[config.mk]
export PLATFORM = sky130hd
export DESIGN_NAME = vtu_merge
export DESIGN_NICKNAME = d
export VERILOG_FILES = /design/src/hdl/vtu_pkg.sv /design/src/hdl/vtu_merge.sv
export SDC_FILE = /design/constraint.sdc
export NUM_CORES = 1
export LEC_CHECK = 0
export BUFFER_PORTS_ARGS = -buffer_cell sky130_fd_sc_hd__buf_2
export CORE_ASPECT_RATIO = 0.6
export CORE_MARGIN = 2
export CORE_UTILIZATION = 35
export CTS_BUF_LIST = sky130_fd_sc_hd__clkbuf_4
export DETAILED_ROUTE_END_ITERATION = 12
export PLACE_DENSITY = 0.66
export SYNTH_ARGS = -nofsm -noshare
export SYNTH_HDL_FRONTEND = slang
export SYNTH_SLANG_ARGS = --single-unit
[constraint.sdc]
create_clock -name clk -period 3.1 [get_ports clk]
set_input_delay 0.31 -clock clk [delete_from_list [all_inputs] [get_ports clk]]
set_output_delay 0.31 -clock clk [all_outputs]
set_load 0.02 [all_outputs]
[src/hdl/vtu_pkg.sv]
`timescale 1ns / 1ps
package vtu_pkg;
  localparam int DATA_BITS = 32;
  localparam int FRAC_BITS = 16;
  localparam int PROD_W    = 2 * DATA_BITS;
  localparam int TERM_W    = PROD_W - FRAC_BITS;
  localparam int SUM_W     = TERM_W + 2;
  localparam int MAG_W     = SUM_W;
  localparam int QBITS     = DATA_BITS + 1;
  localparam int DIV_W     = MAG_W + FRAC_BITS;
  localparam int NUM_CFG   = 8;
  localparam int CFG_IDX_W = 3;

  localparam logic [1:0] CMD_POINT = 2'd0;
  localparam logic [1:0] CMD_HOMOG = 2'd1;
  localparam logic [1:0] CMD_VEC   = 2'd2;

  localparam logic [DATA_BITS-1:0] ONE_Q = DATA_BITS'(1) << FRAC_BITS;
  localparam logic [DATA_BITS-1:0] DMAX  = {1'b0, {(DATA_BITS-1){1'b1}}};
  localparam logic [DATA_BITS-1:0] DMIN  = {1'b1, {(DATA_BITS-1){1'b0}}};
  localparam logic signed [SUM_W-1:0] SUM_DMAX =
    {{(SUM_W-DATA_BITS+1){1'b0}}, {(DATA_BITS-1){1'b1}}};
  localparam logic signed [SUM_W-1:0] SUM_DMIN =
    {{(SUM_W-DATA_BITS+1){1'b1}}, {(DATA_BITS-1){1'b0}}};
  localparam logic [QBITS-1:0] Q_LIM = QBITS'(1) << (DATA_BITS - 1);

  typedef logic [3:0][DATA_BITS-1:0] vec4_t;

  typedef struct packed {
    logic                 vec;
    logic                 hom;
    logic                 n_sign;
    logic                 n_nz;
    logic                 w_sign;
    logic                 w_zero;
    logic [DATA_BITS-1:0] vec_val;
  } div_meta_t;
endpackage

[src/hdl/vtu_merge.sv]
`timescale 1ns / 1ps
module vtu_merge (
  input  logic                          clk,
  input  logic                          rst_n,
  input  logic                          in_vld,
  input  logic [2:0][vtu_pkg::QBITS-1:0] q,
  input  logic [2:0]                    ovf,
  input  vtu_pkg::div_meta_t [2:0]      meta,
  output logic                          en,
  output logic                          out_tvalid,
  input  logic                          out_tready,
  output logic [135:0]                  out_tdata
);
  import vtu_pkg::*;

  logic                 out_valid_r;
  logic [2:0][31:0]     res_r;
  logic [31:0]          w_r;
  logic                 fault_r;
  logic [2:0][DATA_BITS-1:0] res_nxt;
  logic [2:0]           flt;
  logic                 neg;

  always_comb begin
    flt = '0;
    neg = 1'b0;
    for (int i = 0; i < 3; i++) begin
      neg = meta[i].n_sign ^ meta[i].w_sign;
      res_nxt[i] = q[i][DATA_BITS-1:0];
      if (meta[i].vec) begin
        res_nxt[i] = meta[i].vec_val;
      end else if (meta[i].w_zero) begin
        flt[i] = 1'b1;
        if (meta[i].n_sign) res_nxt[i] = DMIN;
        else if (meta[i].n_nz) res_nxt[i] = DMAX;
        else res_nxt[i] = '0;
      end else if (neg) begin
        if (ovf[i] || q[i] > Q_LIM) begin
          flt[i] = 1'b1;
          res_nxt[i] = DMIN;
        end else begin
          res_nxt[i] = DATA_BITS'(-q[i]);
        end
      end else begin
        if (ovf[i] || q[i] >= Q_LIM) begin
          flt[i] = 1'b1;
          res_nxt[i] = DMAX;
        end
      end
    end
  end

  assign en = !out_valid_r || out_tready;

  always_ff @(posedge clk) begin
    if (!rst_n) begin
      out_valid_r <= 1'b0;
    end else if (en) begin
      out_valid_r <= in_vld;
    end
  end

  always_ff @(posedge clk) begin
    if (en) begin
      for (int i = 0; i < 3; i++) begin
        res_r[i] <= 32'($signed(res_nxt[i]));
      end
      w_r     <= meta[0].hom ? 32'(ONE_Q) : 32'd0;
      fault_r <= |flt;
    end
  end

  assign out_tvalid = out_valid_r;
  assign out_tdata  = {7'd0, fault_r, w_r, res_r[2], res_r[1], res_r[0]};
endmodule

# [After elaboration in Yosys (flattened, before gate mapping)]
# Index checks and enable logic that the tools add are counted.
[word_totals] register_bits=130 latchBits=0 mem_bits_rw=0 mem_bits_ro=0 inputBits=220 output_inout_bits=138 word_cells=64 n_memories=0
[classes] add_sub_neg=3 n_mul=0 n_div=0 n_lt_le_gt_ge=6 eq_ne=0 n_shift=0 mux=37 n_bitwise=3 n_reduce_logical=9
[op_table] op="32-bit two-way mux" count=18
[op_table] op="33-bit by 32-bit >= comparator with 1-bit output (second input constant)" count=3
[op_table] op="33-bit by 32-bit greater-than comparator with 1-bit output (second input constant)" count=3
[op_table] op="32-bit negation" count=3
[op_table] op="31-bit two-way mux" count=3
[op_table] op="17-bit two-way mux" count=1
[op_table] op="1-bit two-way mux" count=15
[op_table] op="1-bit logical OR" count=7
[op_table] op="3-bit OR reduction" count=1
[op_table] op="1-bit bitwise XOR" count=3
[op_table] op="1-bit logical NOT" count=1

# [Longest topological paths before layout]
# Gate-level depths: netlist (run 1).
[logic_depth] ltp_word=7 ltp_mapped=10 mapped_depth_nobuf=8

# [Worst setup path after synthesis (run 1)]
# No wires, ideal clock.
[synth_timing] path_kind="input to register" from="in out_tready" to="reg out_valid_r, in the netlist out_tvalid" setup_time_ns=0.269 arrival_ns=3.151 required_ns=2.831 slack_ns=-0.320 path_stages=2 n_path_buf=0 cell_sequence="nand2b_1 > a21boi_0"
[synth_via] elab_chain_len=1
[synth_rtl] item="start: declaration" line_no="vtu_merge.sv:11" source="input logic out_tready,"
[synth_rtl] item="1-bit logical OR" line_no="vtu_merge.sv:53" source="assign en = !out_valid_r || out_tready;"
[synth_rtl] item="end signal: assignment" line_no="vtu_merge.sv:59" source="out_valid_r <= in_vld;"
[synth_rtl] item="end: declaration" line_no="vtu_merge.sv:16" source="logic out_valid_r;"
# Every way passes these cells.
# A chain may end at the register's enable or synchronous reset.

==> results of run 1 <==
==> per-layer routing <==
metal,vias to the layer above,share of wire [%],global-route usage (%)
met4,0,1.2,5.63
met1,4280,47,39.5
met5,-,0,0
met2,516,41,35.9
li1,4145,-,-
met3,28,10,6.51
==> worst max-delay path, stage by stage <==
cell and delay, ns:
buf_2 0.12, inv_1 0.06, ha_1 0.18, nor3b_1 0.35
nand2_2 0.18, or4_4 0.58, a31oi_4 0.35, buf_4 0.25
o221ai_1 0.14, a2bb2oi_1 0.17
==> registers in the layout, indices dropped and copies added, names as in the netlist <==
name and count:
out_tdata 96, fault_r 1, out_tvalid 1, w_r 1
==> cell type report <==
class	instances	area share, %
sequential	99	29.7
tap	286	3.59
clock buffer	10	0.753
timing repair buffer	370	20.2
multi-input combinational	730	43.7
inverter	25	0.941
antenna	2	0.0502
clock inverter	5	1.03
==> how the worst min path moves through the flow <==
stage	start	end	slack (ns)	cells past startpoint
global route	meta[17]	out_tdata[17]	0.05	2
floorplan	meta[36]	w_r[16]	0.41	0
finish	meta[17]	out_tdata[17]	0.09	2
global placement	meta[36]	w_r[16]	0.49	1
CTS	meta[17]	out_tdata[17]	0.03	2
detailed placement	meta[36]	w_r[16]	0.49	1
==> power by group <==
| group | internal [W] | switching, W | leakage [nW] |
|---|---|---|---|
| logic | 0.000445 | 0.000846 | 2.87 |
| clock network | 0.000411 | 0.000479 | 0.0925 |
| registers | 0.00166 | 0.0000418 | 1.03 |
==> metrics by stage <==
stage / instance area, sq um / utilization [%]
after floorplan: 7900 / -
after global placement: 9760 / 44.5
after detailed placement: 9760 / 44.5
after CTS: 9970 / 45.5
after global routing: 9970 / 45.5
final: 9970 / 45.5
==> kinds of logic (layout without fill, tap and decap cells) <==
group                    Yosys count  in the layout  share of synthesized area [%]
buffers and inverters            119            410                           7.79
adder cells (fa/ha/maj)            3              3                          0.484
multiplexers                       1              1                          0.145
flip-flops                        99             99                           38.2
AND/OR/NAND/NOR                  310            310                           21.3
AO/OA/AOI/OAI                    351            351                           29.0
other                              1             40                         0.0483
XOR/XNOR                          27             27                           3.05
==> cells in the final DEF (no fill, tap or decap), types with 32 or more instances in the layout <==
master    instances
nand2_1          48
nor3_1           64
buf_4            48
a31oi_1          32
edfxtp_1         98
buf_2           317
nor2_1           66
o21ai_0          97
or3_1            33
conb_1           38
a21oi_1          80
==> impl_metrics.yaml, run 1 <==
status:
  status: "complete, no violations"
run:
  maxCapViolCount: 0
synthesis:
  synthTopCellsByCount: "edfxtp_1, o21ai_0, a21oi_1"
  synth_area_leaders: "edfxtp_1, o21ai_0, a21oi_1"
  yosys.cell_count.top_type: "edfxtp_1"
  synth_cells: 911
  ys.flop_type: "edfxtp_1"
  seq_area_frac_synth_pct: 38.2
  yosys.area.top_type: "edfxtp_1"
  synth_top_area_share_pct: 37.9
  synth_warnings: 0
  synth_edf_count: 98
  async_reset_ff_share_pct: 0
  yosys.cell_types.count: 74
  syn-cell-area_sq_mm: 0.00776
  synth_area_per_cell_sq_um: 8.51
  ys_seq_elements: 99
clocking:
  cts_setup_buffers: 0
  clock_path_buffers: 2
  clk_pin_slew_ns: 0.17
  clkSinkCount: 99
  cts_hold_buf: 3
  cts_root_buffer: "clkbuf_4"
  cts_made_buffers: 9
  cts_tree: "done"
  h-tree-depth: 3
  post_cts_resized: 0
  clk_latency_ns: 0.52
place:
  port_buffers: 317
  place.gp.congestion: 0.955
  place_hpwl_um: 23800
  place_inst: 1507
  place_ws_ns: 0.202
route:
  avgRoutedWirePerCell_um: 20.2
  wirelength_um: 30800
  vias_per_cell: 5.87
  dr.pass1.iters: 7
  routed-via-count: 8969
  postRouteAntennaNets: 0
  dr.first_iter.drc_count: 1086
  drc: 0
floorplan:
  coreArea_sq_mm: 0.0219
  die_y_um: 119
  die_x_um: 196
  row_count: 42
  pin_count: 358
  start_util_pct: 35.4
  die_area_sq_mm: 0.0234
critical_path:
  worstPathArrival_ns: 2.70
  end_kind: "flop"
  cp-start-kind: "input pin"
  required_ns: 3.47
  reg2reg_depth: 3
  crit_path_start: "q[33]"
  worstReg2RegStart: "out_tvalid"
  setup.worst_path.end: "out_tdata[39]"
  r2r-end: "out_tvalid"
  path_class: "in -> reg"
  r2r_setup_slack_ns: 1.35
  critical_path_peak_fanout: 12
timing:
  rsz0062_at_grt: "no"
  min_period_ns: 2.33
  whs_ns: 0.0893
  finalSetupViolations: 0
  slew_viol_final: 0
  finalHoldViolCount: 0
  clock.fmax_mhz: 429
  relSlewSlack_pct: 39.9
  tightest_slew_ns: 0.897
  finalCritPeriodShare_pct: 75.2
  tns_ns: 0
  finalClockSkew_ns: 0.0234
  fin_ws_ns: 0.769
power:
  design_power_total_w: 0.00388
  leakage_nw: 3.99
  ir_worst_vdd_mv: 0.273
  power_density_mw_per_mm2: 390
global_routing:
  first_global_vias: 8240
  antenna_found_initial: 2
  grt_max_degree: 38
  grt_overflow: 0
  grt_pass1_wl_um: 46700
  grt_use_total_pct: 25.8
layout:
  final_nets: 1458
  ff_latch_area_sq_mm: 0.00296
  fillers: 2232
  instances_no_fill: 1527
  syn2layout_area_growth_pct: 28.6
  multi_input_area_sq_mm: 0.00436
  drive_above_1_share_pct: 32.7
worst_hold_path:
  hp-class: "in -> reg"
(Power assumes the default switching activity.)
==> run 2, diff against run 1 <==
--- a/config.mk
+++ b/config.mk
@@ -11,7 +11,7 @@
 export CORE_UTILIZATION = 35
 export CTS_BUF_LIST = sky130_fd_sc_hd__clkbuf_4
 export DETAILED_ROUTE_END_ITERATION = 12
-export PLACE_DENSITY = 0.66
+export PLACE_DENSITY = 0.64
 export SYNTH_ARGS = -nofsm -noshare
 export SYNTH_HDL_FRONTEND = slang
 export SYNTH_SLANG_ARGS = --single-unit
==> constraint.sdc (replaced) <==
create_clock -name clk -period 2.2 [get_ports clk]
set_input_delay 0.22 -clock clk [delete_from_list [all_inputs] [get_ports clk]]
set_output_delay 0.22 -clock clk [all_outputs]
set_load 0.02 [all_outputs]
==> impl_metrics.yaml, run 2 (synthesis results as in run 1) <==
status:
  status: "complete, no violations"
layout:
  instances_no_fill: 1707
  syn2layout_area_growth_pct: 49.0
  final_common_cell: "buf_2"
  layout_common_cells: "buf_2, buf_4, edfxtp_1"
  final_area_sq_mm: 0.0116
  utilization_pct: 52.7
  final_nets: 1639
  largest_reg_flops: 96
  drive_above_1_share_pct: 40.4
route:
  dr.first_iter.drc_count: 1211
  wirelength_um: 33500
  dr.pass1.iters: 6
  drc: 0
  vias_per_cell: 5.68
  avgRoutedWirePerCell_um: 19.6
  postRouteAntennaNets: 0
  routed-via-count: 9694
place:
  place_hpwl_um: 26300
  place_inst: 1656
  place.gp.congestion: 0.979
  port_buffers: 317
  placedInstanceArea_sq_mm: 0.0110
worst_hold_path:
  hp-class: "in -> reg"
run:
  maxCapViolCount: 0
timing:
  finalClockSkew_ns: 0.0199
  min_period_ns: 2.02
  tightest_slew_ns: 0.933
  whs_ns: 0.0458
  slew_viol_final: 0
  finalCritPeriodShare_pct: 91.6
  tns_ns: 0
  rsz0062_at_grt: "no"
  clock.fmax_mhz: 496
  finalHoldViolCount: 0
  finalSetupViolations: 0
  relSlewSlack_pct: 37.6
clocking:
  cts_setup_buffers: 0
  clk_latency_ns: 0.53
  clk_pin_slew_ns: 0.18
  clkSinkCount: 99
  cts_root_buffer: "clkbuf_4"
  cts_tree: "done"
  clock_path_buffers: 2
  h-tree-depth: 3
  cts_made_buffers: 9
global_routing:
  grt_max_degree: 44
  grt_pass1_wl_um: 50500
  antenna_found_initial: 1
  first_global_vias: 9001
  grt_use_total_pct: 27.9
  grt_overflow: 0
floorplan:
  start_util_pct: 35.4
  die_x_um: 196
  pin_count: 358
  die_y_um: 119
  die_area_sq_mm: 0.0234
  coreArea_sq_mm: 0.0219
  row_count: 42
critical_path:
  end_kind: "flop"
  cp-start-kind: "input pin"
  required_ns: 2.49
  path_class: "in -> reg"
  critical_path_peak_fanout: 4
  worstPathArrival_ns: 2.30
power:
  ir_worst_vdd_mv: 0.334
  leakage_nw: 4.91
  power_density_mw_per_mm2: 490
## run 2: cell count changes in the layout (fill, tap and decap cells not counted), sizes merged
| cell | previous run | this run |
|---|---|---|
| clkinv | 2 | 5 |
| bufinv | 3 | 2 |
| dlygate4sd3 | 3 | 35 |
| clkbuf | 10 | 9 |
| clkinvlp | 1 | 0 |
| diode | 2 | 1 |
| buf | 367 | 516 |
## run 2: path summary, 6_finish.rpt
kind	cells after the start	slack [ns]	end	startpoint
max	11	0.18	fault_r	q[34]
min	3	0.05	out_tdata[92]	meta[104]
max reg2reg	3	0.66	out_tvalid	out_tvalid
min reg2reg	1	0.84	out_tdata[87]	out_tvalid
## run 2: worst max-delay path, cell delays in order
cell and delay, ns:
buf_2 0.12, inv_1 0.05, ha_1 0.16, nor3b_4 0.25
nand2_2 0.12, buf_4 0.16, or3_1 0.40, o31a_1 0.25
o21ai_1 0.33, buf_4 0.18, o211ai_1 0.07
## run 2: cell type report
| type | count | area [sq um] |
|---|---|---|
| clock inverters | 6 | 91.3 |
| well taps | 286 | 358 |
| clock buffers | 9 | 67.6 |
| fillers | 2084 | 10400 |
| diodes | 1 | 2.50 |
| flip-flops and latches | 99 | 2960 |
| multi-input cells | 730 | 4470 |
| inverters | 25 | 93.8 |
| repair buffers | 551 | 3510 |
## run 2: report_power, final
part / switching (W) / total [W] / internal (W) / leakage, nW
sequential: 0.0000619 / 0.00240 / 0.00234 / 1.03
combinational: 0.00126 / 0.00207 / 0.000813 / 3.79
clock: 0.000729 / 0.00119 / 0.000458 / 0.0859
total: 0.00205 / 0.00566 / 0.00361 / 4.91
## run 2: layer usage
metal / up-vias / routed length (um) / track usage, %
li1: 4497 / - / -
met1: 4572 / 15500 / 41.5
met2: 592 / 13900 / 39.6
met3: 33 / 3690 / 7.96
met4: 0 / 431 / 6.68
met5: - / 0 / 0
## run 2: metrics by stage
stage,power [W],setup WS (ns)
floorplan,0.00349,-0.0120
global placement,0.00442,-0.444
detailed placement,0.00443,-0.474
CTS,0.00566,0.0940
global route,0.00590,0.0798
finish,0.00566,0.185
## run 2: repair_timing
| item | in CTS | in global routing |
|---|---|---|
| resized for setup | 0 | 1 |
| endpoints found under the hold margin | 34 | 0 |
| endpoints found under the setup margin | 0 | 1 |
| hold buffers | 35 | 0 |
==> run 3, diff against run 2 <==
--- a/config.mk
+++ b/config.mk
@@ -6,7 +6,6 @@
 export NUM_CORES = 1
 export LEC_CHECK = 0
 export BUFFER_PORTS_ARGS = -buffer_cell sky130_fd_sc_hd__buf_2
-export CORE_ASPECT_RATIO = 0.6
 export CORE_MARGIN = 2
 export CORE_UTILIZATION = 35
 export CTS_BUF_LIST = sky130_fd_sc_hd__clkbuf_4
==> impl_metrics.yaml, run 3 (synthesis results as in run 1) <==
timing:
  finalHoldViolCount: 0
  finalSetupViolations: 0
  slew_viol_final: 0
  finalClockSkew_ns: 0.0143
  clock.fmax_mhz: 480
  rsz0062_at_grt: "no"
  tightest_slew_ns: 0.553
  relSlewSlack_pct: 63.1
  finalCritPeriodShare_pct: 94.7
  min_period_ns: 2.08
  whs_ns: 0.0565
floorplan:
  die_area_sq_mm: 0.0234
  start_util_pct: 35.7
  pin_count: 358
  row_count: 54
  die_y_um: 153
  die_x_um: 153
  coreArea_sq_mm: 0.0218
route:
  avgRoutedWirePerCell_um: 18.8
  postRouteAntennaNets: 0
  vias_per_cell: 5.62
  met1_length_um: 12900
  routed-via-count: 9467
  dr.pass1.iters: 7
  route.met2.wl_um: 15200
  drc: 0
  wirelength_um: 31700
  wl_met3_um: 2440
  dr.max_layer_used: "met4"
  dr.first_iter.drc_count: 664
layout:
  final_common_cell: "buf_2"
  syn2layout_area_growth_pct: 46.5
  instances_no_fill: 1685
  final_nets: 1621
  drive_above_1_share_pct: 41.8
  layout_common_cells: "buf_2, buf_4, edfxtp_1"
  largest_reg_flops: 96
place:
  place_inst: 1661
  port_buffers: 317
  place_hpwl_um: 25400
  place.gp.congestion: 0.933
global_routing:
  antenna_found_initial: 2
  grt_use_total_pct: 26.5
  first_global_vias: 9127
  grt_max_degree: 32
  grt_overflow: 0
  grt_pass1_wl_um: 49300
clocking:
  clk_latency_ns: 0.48
  h-tree-depth: 3
  clk_pin_slew_ns: 0.17
  clkSinkCount: 99
  cts_made_buffers: 9
  cts_tree: "done"
  clock_path_buffers: 2
  cts_root_buffer: "clkbuf_4"
critical_path:
  critical_path_peak_fanout: 15
  r2r_setup_slack_ns: 0.67
  end_kind: "flop"
  worstPathArrival_ns: 2.39
  required_ns: 2.50
  path_class: "in -> reg"
  cp-start-kind: "input pin"
power:
  power_density_mw_per_mm2: 486
  ir_worst_vdd_mv: 0.252
  design_power_total_w: 0.00552
  leakage_nw: 4.85
run:
  maxCapViolCount: 0
status:
  status: "complete, no violations"
worst_hold_path:
  hp-class: "in -> reg"
-- run 3: cell count changes in the layout (fill, tap and decap cells not counted), moves of 2 or more --
cell | before | now
buf_12 | 6 | 8
buf_4 | 193 | 202
inv_6 | 0 | 2
clkinv_4 | 3 | 1
dlygate4sd3_1 | 35 | 6
clkbuf_4 | 9 | 11
-- run 3: critical path, stage by stage --
cell     delay [ns]
buf_2          0.10
or4_4          0.56
nor4_4         0.42
nand4_1        0.36
nand2_2        0.20
buf_12         0.16
a21oi_1        0.07
nor3_1         0.27
-- run 3: metrics by stage --
step                      area [sq um]  TNS (ns)  setup slack (ns)  util, %
final                            11400         0             0.116     52.2
after global routing             11400         0            0.0316     52.2
after CTS                        11300         0            0.0627     52.2
after detailed placement         11100    -15.11            -0.467     51.2
after global placement           11100    -14.15            -0.384     51.2
after floorplan                   8040   -0.0452           -0.0120        -
-- run 3: layout make-up --
class                   instances  area (sq um)
fillers                      2116         10400
multi-input cells             730          4480
flip-flops and latches         99          2960
well taps                     280           350
clock buffers                  11          82.6
diodes                          2          5.00
clock inverters                 5          61.3
repair buffers                533          3320
inverters                      25          93.8
-- run 3: final timing paths --
path,to,start,cells past startpoint
worst max register to register,out_tvalid,out_tvalid,3
worst max-delay path,out_tdata[79],q[88],8
worst min-delay path,out_tdata[31],meta[31],2
worst min register to register,out_tdata[66],out_tvalid,1
-- run 3: routing by layer --
metal  global-route usage [%]  vias to the layer above
li1                         -                     4470
met1                     34.2                     4433
met2                     44.1                      492
met3                     3.97                       72
met4                     11.6                        0
met5                        0                        -
-- run 3: timing repair --
action,in CTS,in global routing
hold buffers,6,0
buffers inserted,0,0
resized for setup,0,3
hold endpoints to repair,5,0
setup endpoints to repair,0,9
-- run 3: report_power, final --
group          total, W  leakage [nW]  switching, W  internal (W)
clock           0.00108        0.0818      0.000697      0.000382
sequential      0.00241          1.03     0.0000674       0.00234
combinational   0.00203          3.73       0.00123      0.000797
total           0.00552          4.85       0.00200       0.00352
